===== src/sv/mvsm_pkg.sv =====
package mvsm_pkg;

    // Default sizes of the block.
    localparam int DEF_MAX_VOICES    = 32;
    localparam int DEF_SAMPLE_WORDS  = 65536;
    localparam int DEF_NUM_SOURCES   = 8;
    localparam int DEF_FRACTION_BITS = 8;

    // Field widths fixed by the interface.
    localparam int WORD_W   = 16;
    localparam int LEN_W    = 17;
    localparam int CH_W     = 2;
    localparam int PITCH_W  = 16;
    localparam int SID_IN_W = 3;
    localparam int OP_W     = 3;

    // Largest stored length; longer lengths saturate at define.
    localparam logic [LEN_W-1:0] MAX_LENGTH = 17'h10000;

    // Operand width of the remainder unit: index plus channel count.
    localparam int DIV_W = 17;

    typedef enum logic [OP_W-1:0] {
        OP_LOAD   = 3'd0,
        OP_DEFINE = 3'd1,
        OP_PLAY   = 3'd2,
        OP_STOP   = 3'd3,
        OP_RENDER = 3'd4
    } op_t;

    // Handshake between the sequencer and the remainder unit.
    typedef struct packed {
        logic start;
        logic done;
    } div_ctl_t;

endpackage


===== src/sv/mvsm_mod_unit.sv =====
module mvsm_mod_unit
    import mvsm_pkg::*;
#(
    parameter int W = DIV_W
)
(
    input  logic         clk,
    input  logic         rst_n,
    input  logic         start,
    input  logic [W-1:0] dividend,
    input  logic [W-1:0] divisor,
    output logic         done,
    output logic [W-1:0] remainder
);

    localparam int CW = $clog2(W + 1);

    logic [W-1:0]  rem_reg, rem_next;
    logic [W-1:0]  dvd_reg, dvd_next;
    logic [W-1:0]  dsr_reg, dsr_next;
    logic [CW-1:0] cnt_reg, cnt_next;
    logic          done_reg, done_next;
    logic [W:0]    trial;

    // One restoring step per cycle: shift in one dividend bit, subtract if it fits.
    always_comb
    begin
        rem_next  = rem_reg;
        dvd_next  = dvd_reg;
        dsr_next  = dsr_reg;
        cnt_next  = cnt_reg;
        done_next = 1'b0;
        trial     = {rem_reg, dvd_reg[W-1]};
        if (start)
        begin
            rem_next = '0;
            dvd_next = dividend;
            dsr_next = divisor;
            cnt_next = CW'(W);
        end
        else if (cnt_reg != '0)
        begin
            if (trial >= {1'b0, dsr_reg})
            begin
                rem_next = W'(trial - {1'b0, dsr_reg});
            end
            else
            begin
                rem_next = trial[W-1:0];
            end
            dvd_next = {dvd_reg[W-2:0], 1'b0};
            cnt_next = cnt_reg - 1'b1;
            if (cnt_reg == CW'(1))
            begin
                done_next = 1'b1;
            end
        end
    end

    always_ff @(posedge clk or negedge rst_n)
    begin
        if (!rst_n)
        begin
            cnt_reg  <= '0;
            done_reg <= 1'b0;
        end
        else
        begin
            cnt_reg  <= cnt_next;
            done_reg <= done_next;
        end
    end

    always_ff @(posedge clk)
    begin
        rem_reg <= rem_next;
        dvd_reg <= dvd_next;
        dsr_reg <= dsr_next;
    end

    assign done      = done_reg;
    assign remainder = rem_reg;

endmodule

===== config.mk =====
export PLATFORM = sky130hd
export DESIGN_NAME = mvsm_mod_unit
export DESIGN_NICKNAME = d
export VERILOG_FILES = /design/src/sv/mvsm_pkg.sv /design/src/sv/mvsm_mod_unit.sv
export SDC_FILE = /design/constraint.sdc
export NUM_CORES = 1
export LEC_CHECK = 0
export BUFFER_PORTS_ARGS = -buffer_cell sky130_fd_sc_hd__clkbuf_2
export CORE_MARGIN = 8
export CORE_UTILIZATION = 32
export CTS_CLUSTER_SIZE = 28
export DETAILED_ROUTE_END_ITERATION = 6
export MAX_ROUTING_LAYER = met4
export PLACE_DENSITY_LB_ADDON = 0.08
export RECOVER_POWER = 50
export SETUP_SLACK_MARGIN = 0.2
export SYNTH_ARGS = -nofsm -noshare
export SYNTH_HDL_FRONTEND = slang
export SYNTH_SLANG_ARGS = --single-unit

===== constraint.sdc =====
create_clock -name clk -period 5.1 [get_ports clk]
set_input_delay 0.51 -clock clk [delete_from_list [all_inputs] [get_ports clk]]
set_output_delay 0.51 -clock clk [all_outputs]
set_load 0.005 [all_outputs]

**Word level (Yosys, flattened, before mapping)**

Cells that the tools add are included.

- Add/subtract/negate cells: 2
- $lt $le $gt $ge: 1
- Eq/ne operators: 1
- Multiplexer cells: 8
- Reductions and logical operators: 2

Operator list:

| operator | number |
|---|---|
| 17-bit 2-to-1 mux | 3 |
| 18-bit by 17-bit greater-or-equal comparator with 1-bit output | 1 |
| 17-bit subtractor | 1 |
| 5-bit 2-to-1 mux | 2 |
| 5-bit by 1-bit equality test with 1-bit output, second input constant | 1 |
| 5-bit nonzero test | 1 |
| 5-bit by 1-bit subtractor with 5-bit output, second input constant | 1 |
| 1-bit 2-to-1 mux | 3 |
| 2-bit nonzero test | 1 |

- Bits in registers: 57
- Input port bits: 37
- Output and inout bits: 18
- Word-level logic and storage cells: 19

**Depth between registers and ports, before layout**

Gate-level depths: netlist of the first run.

- Depth after elaboration: 4
- Gate-level depth with buffers: 12
- Gate-level depth less buffers: 10

**Least setup slack after synthesis of the first run**

Ideal clock, no wire load.

- Path kind: register -> register
- Start: register dvd_reg[16]
- End: register rem_reg[11] (netlist: remainder[11])
- Setup time: 0.091 ns
- Data arrival time: 2.323 ns
- Data required time: 5.009 ns
- Path slack: 2.686 ns
- Cell stages (with the launch flop): 13
- Buffers on the path: 2
- Clock period less this slack: 2.414 ns
- Cells stage by stage: edfxtp_1 -> inv_1 -> ha_1 -> inv_1 -> fa_1 -> a21o_1 -> a31o_1 -> nor4bb_4 -> nor3_2 -> buf_4 -> buf_4 -> nand2_1 -> a311oi_1

- Longest elaborated chain between the ends: 2
- Elaborated cells on any way between the ends: 3
- Classes of those cells: 1 x add/sub; 1 x order compare; 1 x mux

RTL lines:

| item | RTL line | source |
|---|---|---|
| start, declared | mvsm_mod_unit.sv:19 | `logic [W-1:0] dvd_reg, dvd_next;` |
| start signal, assigned | mvsm_mod_unit.sv:77 | `dvd_reg <= dvd_next;` |
| 17-bit subtractor / 18-bit by 17-bit greater-or-equal comparator with 1-bit output (equally long branches) | mvsm_mod_unit.sv:45, mvsm_mod_unit.sv:43 |  |
| 17-bit 2-to-1 mux (*) | mvsm_mod_unit.sv:43 | `if (trial >= {1'b0, dsr_reg})` |
| end signal, assigned | mvsm_mod_unit.sv:76 | `rem_reg <= rem_next;` |
| end, declared | mvsm_mod_unit.sv:18 | `logic [W-1:0] rem_reg, rem_next;` |

Mark *: on every way between the ends. The rest lies on a longest branch, timed or not.
A chain may end at the register's enable or synchronous reset.

**Worst setup path after layout of the first run**

- Start: register dvd_reg[16]
- End: register rem_reg[10] (netlist: remainder[10])

The elaborated chain is that of the path after synthesis.

==> run summary, run 1 <==
outcome: complete, but fails checks
failing checks: capacitance limit, slew limit
EDFF count, synth: 34
Top Ports: 55
CP max FO: 18
All-Layer GR Usage: 12.92%
Pre-antenna DRT Iters: 4
Die ar.: 0.01390 mm^2
worst setup slack after layout: 1.918 ns
routed length on met2: 3796 um
Final Setup Violations: 0
Adder-Cell Fraction of Synth Area: 8.136%
Port-buffer cells: 54
cells along the critical path: inv_1 -> ha_1 -> inv_1 -> fa_1 -> a21o_1 -> a31o_1 -> nor4bb_4 -> nor3_2 -> buf_4 -> mux2i_1 -> a211oi_1
top cell type's share of synthesized area: 30.73%
average wire per standard cell: 16.36 um
Synth Area in Simple Gates: 16.46%
synth unique cells: 54
CORE AREA: 0.01018 mm^2
PD cells: 514.1 mW/mm^2
fillers: 1057
Synth Area in Compound Gates: 14.73%
Synth Warn #: 0
worst-skew pair later-pin latency: 0.35 ns
Via Count: 2610
Worst Setup Start Kind: register
Crit path max-delay family: simple AND/OR/NAND/NOR gates
Buf/Inv on CP: 3
fraction of layout cells with a size suffix above 1: 22.51%
P&R area growth vs syn: 18.72%
Synth Flop Type: edfxtp_1
area of the multi-input gates: 0.001638 mm^2
RSZ-0062 raised after global routing: no
gpl congestion: 0.8024
Site Rows: 37
DP Area: 0.003710 mm^2
Worst slew margin: -16.30%
Yosys reg bits: 57
combinational family with the most area after synthesis: simple AND/OR/NAND/NOR gates
Post-Syn Area: 0.003322 mm^2
first-pass GRT wire length: 14120 um
sequential-to-total area share from yosys stat: 45.50%
total negative slack: 0 ns
top post-synthesis cells by area: edfxtp_1 31%, dfxtp_1 10%, ha_1 7.5%
Post-Layout Cell Count: 518
Total Wirelength: 8474 um
Worst EP required: 5.24 ns
mux cell area share after synthesis: 6.365%
Die Wd: 117.9 um
clock slew at reported path FFs: 0.08 ns
synthesized net count: 381
Synth Area in XOR/XNOR: 3.427%
cell at the slowest stage of the critical path: nor3_2
CP arrival: 3.32 ns
crit path capture type: register
final instance area: 0.003944 mm^2
Root Driver: clkbuf_8
highest clock rate: 0.3143 GHz
Synth Instances: 323
Slew Limit Fails: 35
endpoints failing hold: 0
most common cell after layout, fill and taps aside: clkbuf_2
maximum vdd ir drop: 0.1915 mV
M1 wire length: 4298 um
Max clock buf depth: 2
post-route ant nets: 0
worst slew pin tran: 1.744 ns
# clock sinks: 57
minimum clock period: 3.182 ns
ant diodes: 0
clock tree from TritonCTS: done
dpl hpwl: 6106 um
fin nets: 435
pre-CTS WS: 1.912 ns
DR iter-0 viols: 127
initial core utilization: 32.62%
post-cts resize count: 0
post-DR vias/cell: 5.039
H-Tree Level Count: 3
Pleak: 1.661 nW
Post-synth ARST share: 10.53%
Post-Syn Area per Cell: 10.28 um^2
CP most frequent cell: inv_1
Max Used Layer: met4
Sequential cell area: 0.001511 mm^2
largest net degree at the start of global routing: 35
die span in y: 117.9 um
Max-Cap Viols: 1
Tcrit/Tclk final: 62.38%
Worst path max stage delay: 0.61 ns
initial antenna violation count: 0
clk_skew: 0.01190 ns
vias in the first global route: 2683
# placed instances: 501
CTS Buf Count: 9
met3 WL: 335 um
most frequent cells in the layout: 42 x clkbuf_2, 34 x edfxtp_1, 27 x nor2_1
Worst Hold Class: in -> reg
DRC Markers: 0
GRT overflow: 0
Synth area leader: edfxtp_1
Crit Path Class: reg -> reg
where the power goes:
group          switching (mW)  total [mW]  internal (mW)
Sequential             0.0828       0.667          0.584
Combinational           0.479       0.836          0.357
Clock                   0.200       0.524          0.324
Total                   0.763        2.03           1.27
area by class of cell:
type	instances	area share, %
inverters	24	2.284
clock inverters	7	3.014
clock buffers	9	3.141
well taps	136	4.315
flip-flops and latches	57	38.32
repair buffers	59	7.392
multi-input cells	226	41.53
cells in the mapped netlist (all sizes together), types with 5 or more instances:
| cell | n |
|---|---|
| inv | 24 |
| nand3 | 8 |
| dfxtp | 17 |
| nor2 | 27 |
| buf | 9 |
| dfrtp | 6 |
| o21ai | 13 |
| a211oi | 6 |
| nor3 | 9 |
| nand2 | 20 |
| a31oi | 6 |
| xor2 | 6 |
| edfxtp | 34 |
| a21oi | 20 |
| mux2 | 17 |
| a2111oi | 5 |
| xnor2 | 7 |
| clkbuf | 7 |
| ha | 20 |
worst paths after layout:
kind	slack, ns	end	start	depth (start not counted)
max	1.92	remainder[10]	dvd_reg[16]	11
min	0.33	dsr_reg[7]	divisor[7]	1
max reg2reg	1.92	remainder[10]	dvd_reg[16]	11
min reg2reg	0.52	remainder[8]	remainder[8]	2
max in group asynchronous	4.26	cnt_reg[0]	rst_n	2
min in group asynchronous	0.58	done	rst_n	2
through the flow:
stage / utilization, % / power [mW] / hold slack (ns)
2_1_floorplan: - / 1.293 / 0.2144
3_3_place_gp: 36.43 / 1.520 / 0.3502
3_5_place_dp: 36.43 / 1.514 / 0.3489
4_1_cts: 38.91 / 2.052 / 0.3194
5_1_grt: 38.72 / 2.182 / 0.3155
6_report: 38.72 / 2.028 / 0.3299
cells by family after synthesis:
family,count (synthesis)
multiplexers,19
XOR/XNOR,13
AO/OA/AOI/OAI,73
adder cells (fa/ha/maj),21
buffers and inverters,40
AND/OR/NAND/NOR,100
flip-flops,57
routing by layer:
layer	vias to the layer above	GRT usage (%)
met1	1234	17.28
met3	2	3.405
met5	-	-
met4	0	3.523
met2	65	18.79
li1	1309	-
repair_timing:
item | CTS | global route
buffers inserted | 0 | 0
hold buffers | 1 | 0
hold endpoints to repair | 6 | 0
worst register-to-register path: stages (launching register included):
cell,delay (ns)
edfxtp_1,0.39
inv_1,0.07
ha_1,0.15
inv_1,0.05
fa_1,0.40
a21o_1,0.21
a31o_1,0.27
nor4bb_4,0.17
nor3_2,0.61
buf_4,0.36
mux2i_1,0.22
a211oi_1,0.08
(Power assumes the default switching activity.)
==> inputs of run 2 (changes only) <==
- ABC_AREA: default -> 1
- clock period: 5.1 -> 3.1 ns (I/O delays scaled with it)
==> run 2 against run 1 <==
- sequential cell count unchanged
- sequential power is 56% higher
- wire length increased by 9.6%
- sequential share of layout area decreased by 3.2 points
- clock skew fell by 0.0025 ns
- the run still ends with capacitance limit, slew limit left
- final cell count rose by 32%
- first-iteration DRC count decreased by 7.9%
- synthesized area grew 8.9%
- combinational power grew 67%
- die area rose by 7.7%
- power rose by 65%
==> run summary, run 2 <==
outcome: complete, but fails checks
failing checks: capacitance limit, slew limit
EDFF count, synth: 34 (unchanged)
Post-Syn Area per Cell: 7.583 um^2 (-26%)
Final Setup Violations: 0 (unchanged)
RSZ-0062 raised after global routing: no
Synth Instances: 477 (+48%)
maximum vdd ir drop: 0.2947 mV (+54%)
Pre-antenna DRT Iters: 6 (+2)
CP arrival: 2.46 ns (-0.86 ns)
All-Layer GR Usage: 14.06% (+1.1 points)
Pleak: 2.278 nW (+37%)
most common cell in the netlist: nand2_1
top cell type's share of synthesized area: 28.23% (-2.5 points)
clock slew at reported path FFs: 0.05 ns (-0.03 ns)
initial antenna violation count: 0 (unchanged)
Max-Cap Viols: 1 (unchanged)
Synth Flop Type: edfxtp_1
vias in the first global route: 3207 (+20%)
Site Rows: 39 (+5.4%)
cell at the slowest stage of the critical path: fa_1
post-DR vias/cell: 4.445 (-12%)
CORE AREA: 0.01122 mm^2 (+10%)
initial core utilization: 32.23% (-0.39 points)
fillers: 1253 (+19%)
synth cell count leaders: 177 x nand2_1, 76 x inv_1, 37 x nand3_1, 34 x edfxtp_1
PD cells: 776.7 mW/mm^2 (+51%)
Yosys reg bits: 57 (unchanged)
Pwr Total: 3.342 mW (+65%)
total negative slack: 0 ns (unchanged)
GRT overflow: 0 (unchanged)
DR iter-0 viols: 117 (-7.9%)
Die ar.: 0.01496 mm^2 (+7.7%)
ant diodes: 0 (unchanged)
Max clock buf depth: 2 (unchanged)
post-route ant nets: 0 (unchanged)
Total Wirelength: 9289 um (+9.6%)
gpl congestion: 0.8563 (+6.7%)
clock tree from TritonCTS: done
Via Count: 3049 (+17%)
clk_skew: 0.009410 ns (-0.002485 ns)
dpl hpwl: 6951 um (+14%)
Crit Path Class: reg -> reg
Post-synth ARST share: 10.53% (unchanged)
Die Wd: 122.3 um (+3.8%)
endpoints failing hold: 0 (unchanged)
CP max FO: 19 (+1)
Top Ports: 55 (unchanged)
Post-Syn Area: 0.003617 mm^2 (+8.9%)
area of the multi-input gates: 0.001719 mm^2 (+5.0%)
Buf/Inv on CP: 2 (-1)
worst slew pin tran: 1.938 ns (+0.1933 ns)
synthesized net count: 535 (+40%)
Crit path max-delay family: simple AND/OR/NAND/NOR gates
hold slack: 0.1500 ns (-0.1800 ns)
crit path capture type: register
Synth Warn #: 0 (unchanged)
synth unique cells: 36 (-33%)
CTS Buf Count: 9 (unchanged)
Synth area leader: edfxtp_1
Worst path max stage delay: 0.46 ns (-0.15 ns)
Util after Layout: 38.34% (-0.38 points)
first-pass GRT wire length: 15670 um (+11%)
highest clock rate: 0.4547 GHz (+45%)
fin nets: 596 (+37%)
Worst Setup Start Kind: register
Worst EP required: 3.36 ns (-1.88 ns)
worst-skew pair later-pin latency: 0.34 ns (about the same)
most frequent cells in the layout: 177 x nand2_1, 76 x inv_1, 52 x clkbuf_2
Slew Limit Fails: 38 (+8.6%)
top post-synthesis cells by area: edfxtp_1 28%, nand2_1 18%, dfxtp_1 9.4%
P&R area growth vs syn: 18.96%
Worst Hold Class: in -> reg
Root Driver: clkbuf_16
Worst slew margin: -29.18% (-13 points)
post-cts resize count: 0 (unchanged)
die span in y: 122.3 um (+3.8%)
# clock sinks: 57 (unchanged)
sequential-to-total area share from yosys stat: 41.78% (-3.7 points)
Port-buffer cells: 54 (unchanged)
post-CTS setup buffers: 0 (unchanged)
cells along the critical path: inv_1 -> ha_1 -> inv_1 -> fa_1 -> nand3_1 -> nand3_2 -> nand2_4 -> nand2_8 -> nand2_1 -> nand3_1 -> o21ai_1
fraction of layout cells with a size suffix above 1: 18.60% (-3.9 points)
H-Tree Level Count: 3 (unchanged)
DRC Markers: 0 (unchanged)
largest net degree at the start of global routing: 38 (+8.6%)
Sequential cell area: 0.001511 mm^2 (unchanged)
average wire per standard cell: 13.54 um (-17%)
most common cell after layout, fill and taps aside: nand2_1
Tcrit/Tclk final: 70.94% (+8.6 points)
minimum clock period: 2.199 ns (-0.9823 ns)
run 2: cell types whose count changed after synthesis, moves of 9 or more:
| cell | delta |
|---|---|
| mux2_2 | -17 |
| inv_1 | +52 |
| nand3_1 | +30 |
| nand2_1 | +157 |
| o21ai_0 | -10 |
| nand3_2 | +9 |
run 2: logic make-up (layout without fill, tap and decap cells):
group                      Yosys count  count (layout)  share of synthesized area, %
and+or+nand+nor                    270             270                         34.14
buffers and inverters               95             161                         10.69
DFF                                 57              57                         41.78
AOI/OAI and AO/OA                   26              26                         3.978
adders and majority gates           21              21                         7.471
xor gates and xnor gates             8               8                         1.937
run 2: final cells by class:
type,count,share of cell area [%]
multi-input combinational,325,39.95
sequential,57,35.13
inverter,86,7.502
timing repair buffer,59,7.066
clock buffer,12,5.728
tap,143,4.158
clock inverter,4,0.4653
run 2: worst reg2reg max path, stage by stage (launching register included):
cell and delay (ns):
edfxtp_1 0.36, inv_1 0.08, ha_1 0.15, inv_1 0.08, fa_1 0.46, nand3_1 0.17
nand3_2 0.12, nand2_4 0.23, nand2_8 0.17, nand2_1 0.12, nand3_1 0.07, o21ai_1 0.10
run 2: layer usage:
metal	vias to the layer above	track usage (%)	share of wire, %
li1	1617	-	-
met1	1362	16.23	47
met2	55	22.38	46
met3	15	3.082	3.7
met4	0	7.768	2.9
met5	-	-	0
run 2: metrics by stage:
step / instances / worst slack, ns / area [um^2]
floorplan: 477 / 1.217 / 3617
global placement: 669 / 0.8872 / 4033
detailed placement: 669 / 0.9038 / 4033
CTS: 686 / 0.8720 / 4309
global route: 686 / 0.6099 / 4303
finish: 686 / 0.9007 / 4303
run 2: path summary, 6_finish.rpt:
path                          startpoint             to  slack (ns)  cells after the start
max                          dvd_reg[16]   remainder[8]        0.90                     11
min                           divisor[4]     dsr_reg[4]        0.15                      1
max reg2reg                  dvd_reg[16]   remainder[8]        0.90                     11
min reg2reg                remainder[11]  remainder[11]        0.48                      2
max in group asynchronous          rst_n     cnt_reg[1]        2.46                      2
min in group asynchronous          rst_n     cnt_reg[3]        0.39                      2
run 2: what timing repair did:
| action | 4_1_cts | 5_1_grt |
|---|---|---|
| endpoints found under the hold margin | 6 | 0 |
| hold buffers | 1 | 0 |
| setup endpoints to repair | 0 | 0 |
run 2: power breakdown:
group | total (mW) | internal [mW] | switching (mW)
clock | 0.902 | 0.555 | 0.347
combinational | 1.40 | 0.522 | 0.874
sequential | 1.04 | 0.943 | 0.102
==> inputs of run 3 (changes only) <==
- clock period: 3.1 -> 2.25 ns (I/O delays scaled with it)
==> run 3 against run 2 <==
- the run now ends clean
- maximum frequency grew 13%
- global-route usage grew 0.073 points
- final area grew 8.0%
- non-clock buffer count grew 14
- setup slack lost 0.59 ns
- via count grew 5.5%
- final cell count grew 2.3%
- critical endpoint is now remainder[6]
- highest routed layer unchanged
==> run summary, run 3 (synthesis gave the netlist of run 2 again) <==
CP max FO: 9 (-10)
post-route ant nets: 0 (unchanged)
reg2reg setup slack: 0.31 ns (-0.59 ns)
clk_skew: 0.006291 ns (-0.003119 ns)
Port-buffer cells: 54 (unchanged)
largest net degree at the start of global routing: 27 (-29%)
Worst Hold Class: in -> reg
worst slew pin tran: 1.242 ns (-0.6953 ns)
DR iter-0 viols: 232 (+98%)
CORE AREA: 0.01122 mm^2 (unchanged)
worst setup slack after layout: 0.3073 ns (-0.5935 ns)
pre-CTS WS: 0.1106 ns (-0.7932 ns)
first-pass GRT wire length: 16060 um (+2.5%)
die span in y: 122.3 um (unchanged)
PD cells: 1125 mW/mm^2 (+45%)
minimum clock period: 1.943 ns (-0.2565 ns)
CP arrival: 2.20 ns (-0.26 ns)
P&R area growth vs syn: 28.47%
dpl hpwl: 7254 um (+4.4%)
# clock sinks: 57 (unchanged)
post-DR vias/cell: 4.583 (+3.1%)
Total Wirelength: 10040 um (+8.1%)
reg2reg path depth: 14 (+3)
GRT overflow: 0 (unchanged)
Worst path max stage delay: 0.36 ns (-0.10 ns)
total negative slack: 0 ns (unchanged)
fraction of layout cells with a size suffix above 1: 25.76% (+7.2 points)
CP most frequent cell: nand2_1
cells along the critical path: inv_1 -> ha_2 -> nand2_1 -> inv_2 -> nand2_2 -> inv_2 -> nand2_1 -> nand2_1 -> nor2_4 -> buf_4 -> nand2_8 -> nand2_1 -> nand2_1 -> o21ai_1
Buf/Inv on CP: 4 (+2)
crit path capture type: register
endpoints failing hold: 0 (unchanged)
NetSw: 1.997 mW (+51%)
# placed instances: 674 (+0.75%)
Max clock buf depth: 2 (unchanged)
initial core utilization: 32.23% (unchanged)
Tcrit/Tclk final: 86.34% (+15 points)
HP Start: divisor[12]
maximum vdd ir drop: 0.4200 mV (+43%)
Slew Limit Fails: 0 (-100%)
average wire per standard cell: 14.31 um (+5.7%)
r2r endpoint: remainder[6]
most frequent cells in the layout: 172 x nand2_1, 74 x inv_1, 52 x clkbuf_2
ant diodes: 0 (unchanged)
outcome: finished, final reports clean
Hold EP: dsr_reg[12]
hold path depth: 1 (unchanged)
Max-Cap Viols: 0 (-1)
Worst EP required: 2.51 ns (-0.85 ns)
vias in the first global route: 3184 (-0.72%)
All-Layer GR Usage: 14.13% (+0.073 points)
hold slack: 0.07251 ns (-0.07745 ns)
Pint: 3.232 mW (+60%)
CTS Buf Count: 9 (unchanged)
Worst slew margin: 17.17% (+46 points)
sw frac: 38.19% (-1.4 points)
clock slew at reported path FFs: 0.05 ns (about the same)
DRC Markers: 0 (unchanged)
highest clock rate: 0.5147 GHz (+13%)
Post-Layout Cell Count: 702 (+2.3%)
clock tree from TritonCTS: done
combinational share of power: 43.6% (+1.8 points)
Root Driver: clkbuf_16
Die ar.: 0.01496 mm^2 (unchanged)
Site Rows: 39 (unchanged)
Reg power frac: 27.8% (-3.5 points)
RR Startpoint: dsr_reg[14]
Pwr Total: 5.230 mW (+56%)
gpl congestion: 0.8284 (-3.3%)
most common cell after layout, fill and taps aside: nand2_1
Final Setup Violations: 0 (unchanged)
Via Count: 3217 (+5.5%)
Pleak: 2.385 nW (+4.7%)
Crit path max-delay family: simple AND/OR/NAND/NOR gates
fin nets: 612 (+2.7%)
worst-skew pair later-pin latency: 0.33 ns (about the same)
initial antenna violation count: 0 (unchanged)
cell at the slowest stage of the critical path: edfxtp_1
Top Ports: 55 (unchanged)
Worst Setup Start Kind: register
Pre-antenna DRT Iters: 4 (-2)
clock power share: 28.6% (+1.6 points)
Die Wd: 122.3 um (unchanged)
H-Tree Level Count: 3 (unchanged)
RSZ-0062 raised after global routing: yes
Crit Path Class: reg -> reg
run 3: changes by cell type in the layout (fill, tap and decap cells not counted), moves of 4 or more:
cell	before	now
ha_1	20	11
buf_4	3	11
ha_2	0	6
nand2_1	177	172
nand2_2	7	12
nor2_1	20	16
run 3: worst max-delay path by stage:
stage | to | start | cells past startpoint | slack [ns]
after floorplan | remainder[0] | dvd_reg[16] | 11 | 0.37
after global placement | remainder[3] | dvd_reg[16] | 11 | 0.16
after detailed placement | remainder[3] | dvd_reg[16] | 11 | 0.11
after CTS | remainder[7] | dsr_reg[16] | 11 | 0.23
after global routing | remainder[9] | dsr_reg[14] | 14 | 0.18
final | remainder[6] | dsr_reg[14] | 14 | 0.31
run 3: power groups by stage:
stage / combinational (mW) / clock, mW / sequential [mW]
floorplan: 1.49 / 0 / 1.43
global placement: 2.01 / 0 / 1.46
detailed placement: 2.00 / 0 / 1.46
CTS: 2.03 / 1.54 / 1.44
global route: 2.56 / 1.58 / 1.48
finish: 2.28 / 1.50 / 1.45
run 3: metrics by stage:
step	utilization [%]	area, um^2
after global placement	36.38	4083
after floorplan	-	3617
final	41.40	4647
after global routing	41.40	4647
after CTS	39.69	4454
after detailed placement	36.38	4083
run 3: final cells by class:
class,instances,area [um^2]
Clock inverter,4,76.32
Sequential cell,57,1513
Tap cell,143,178.9
Inverter,86,322.8
Timing Repair Buffer,73,441.7
Multi-Input combinational cell,327,1868
Clock buffer,12,246.5
Fill cell,1173,6576
run 3: what timing repair did:
item / in CTS / in global routing
endpoints found under the setup margin: 16 / 17
gates cloned: 0 / 2
pin swaps: 1 / 6
endpoints found under the hold margin: 6 / 0
hold buffers: 1 / 0
setup buffers: 2 / 7
resized for setup: 2 / 33
run 3: worst register-to-register path, stage by stage (launching register included):
cell and delay (ns):
edfxtp_1 0.36, inv_1 0.06, ha_2 0.30, nand2_1 0.13, inv_2 0.05, nand2_2 0.12
inv_2 0.05, nand2_1 0.06, nand2_1 0.08, nor2_4 0.17, buf_4 0.17, nand2_8 0.09
nand2_1 0.07, nand2_1 0.05, o21ai_1 0.11
run 3: layer usage:
layer  GRT usage, %  wire [um]  up-vias
met5              -          0        -
met4          4.874        180        0
met3          3.174        395       14
met2          22.65       4717       68
met1          17.20       4751     1478
li1               -          -     1657
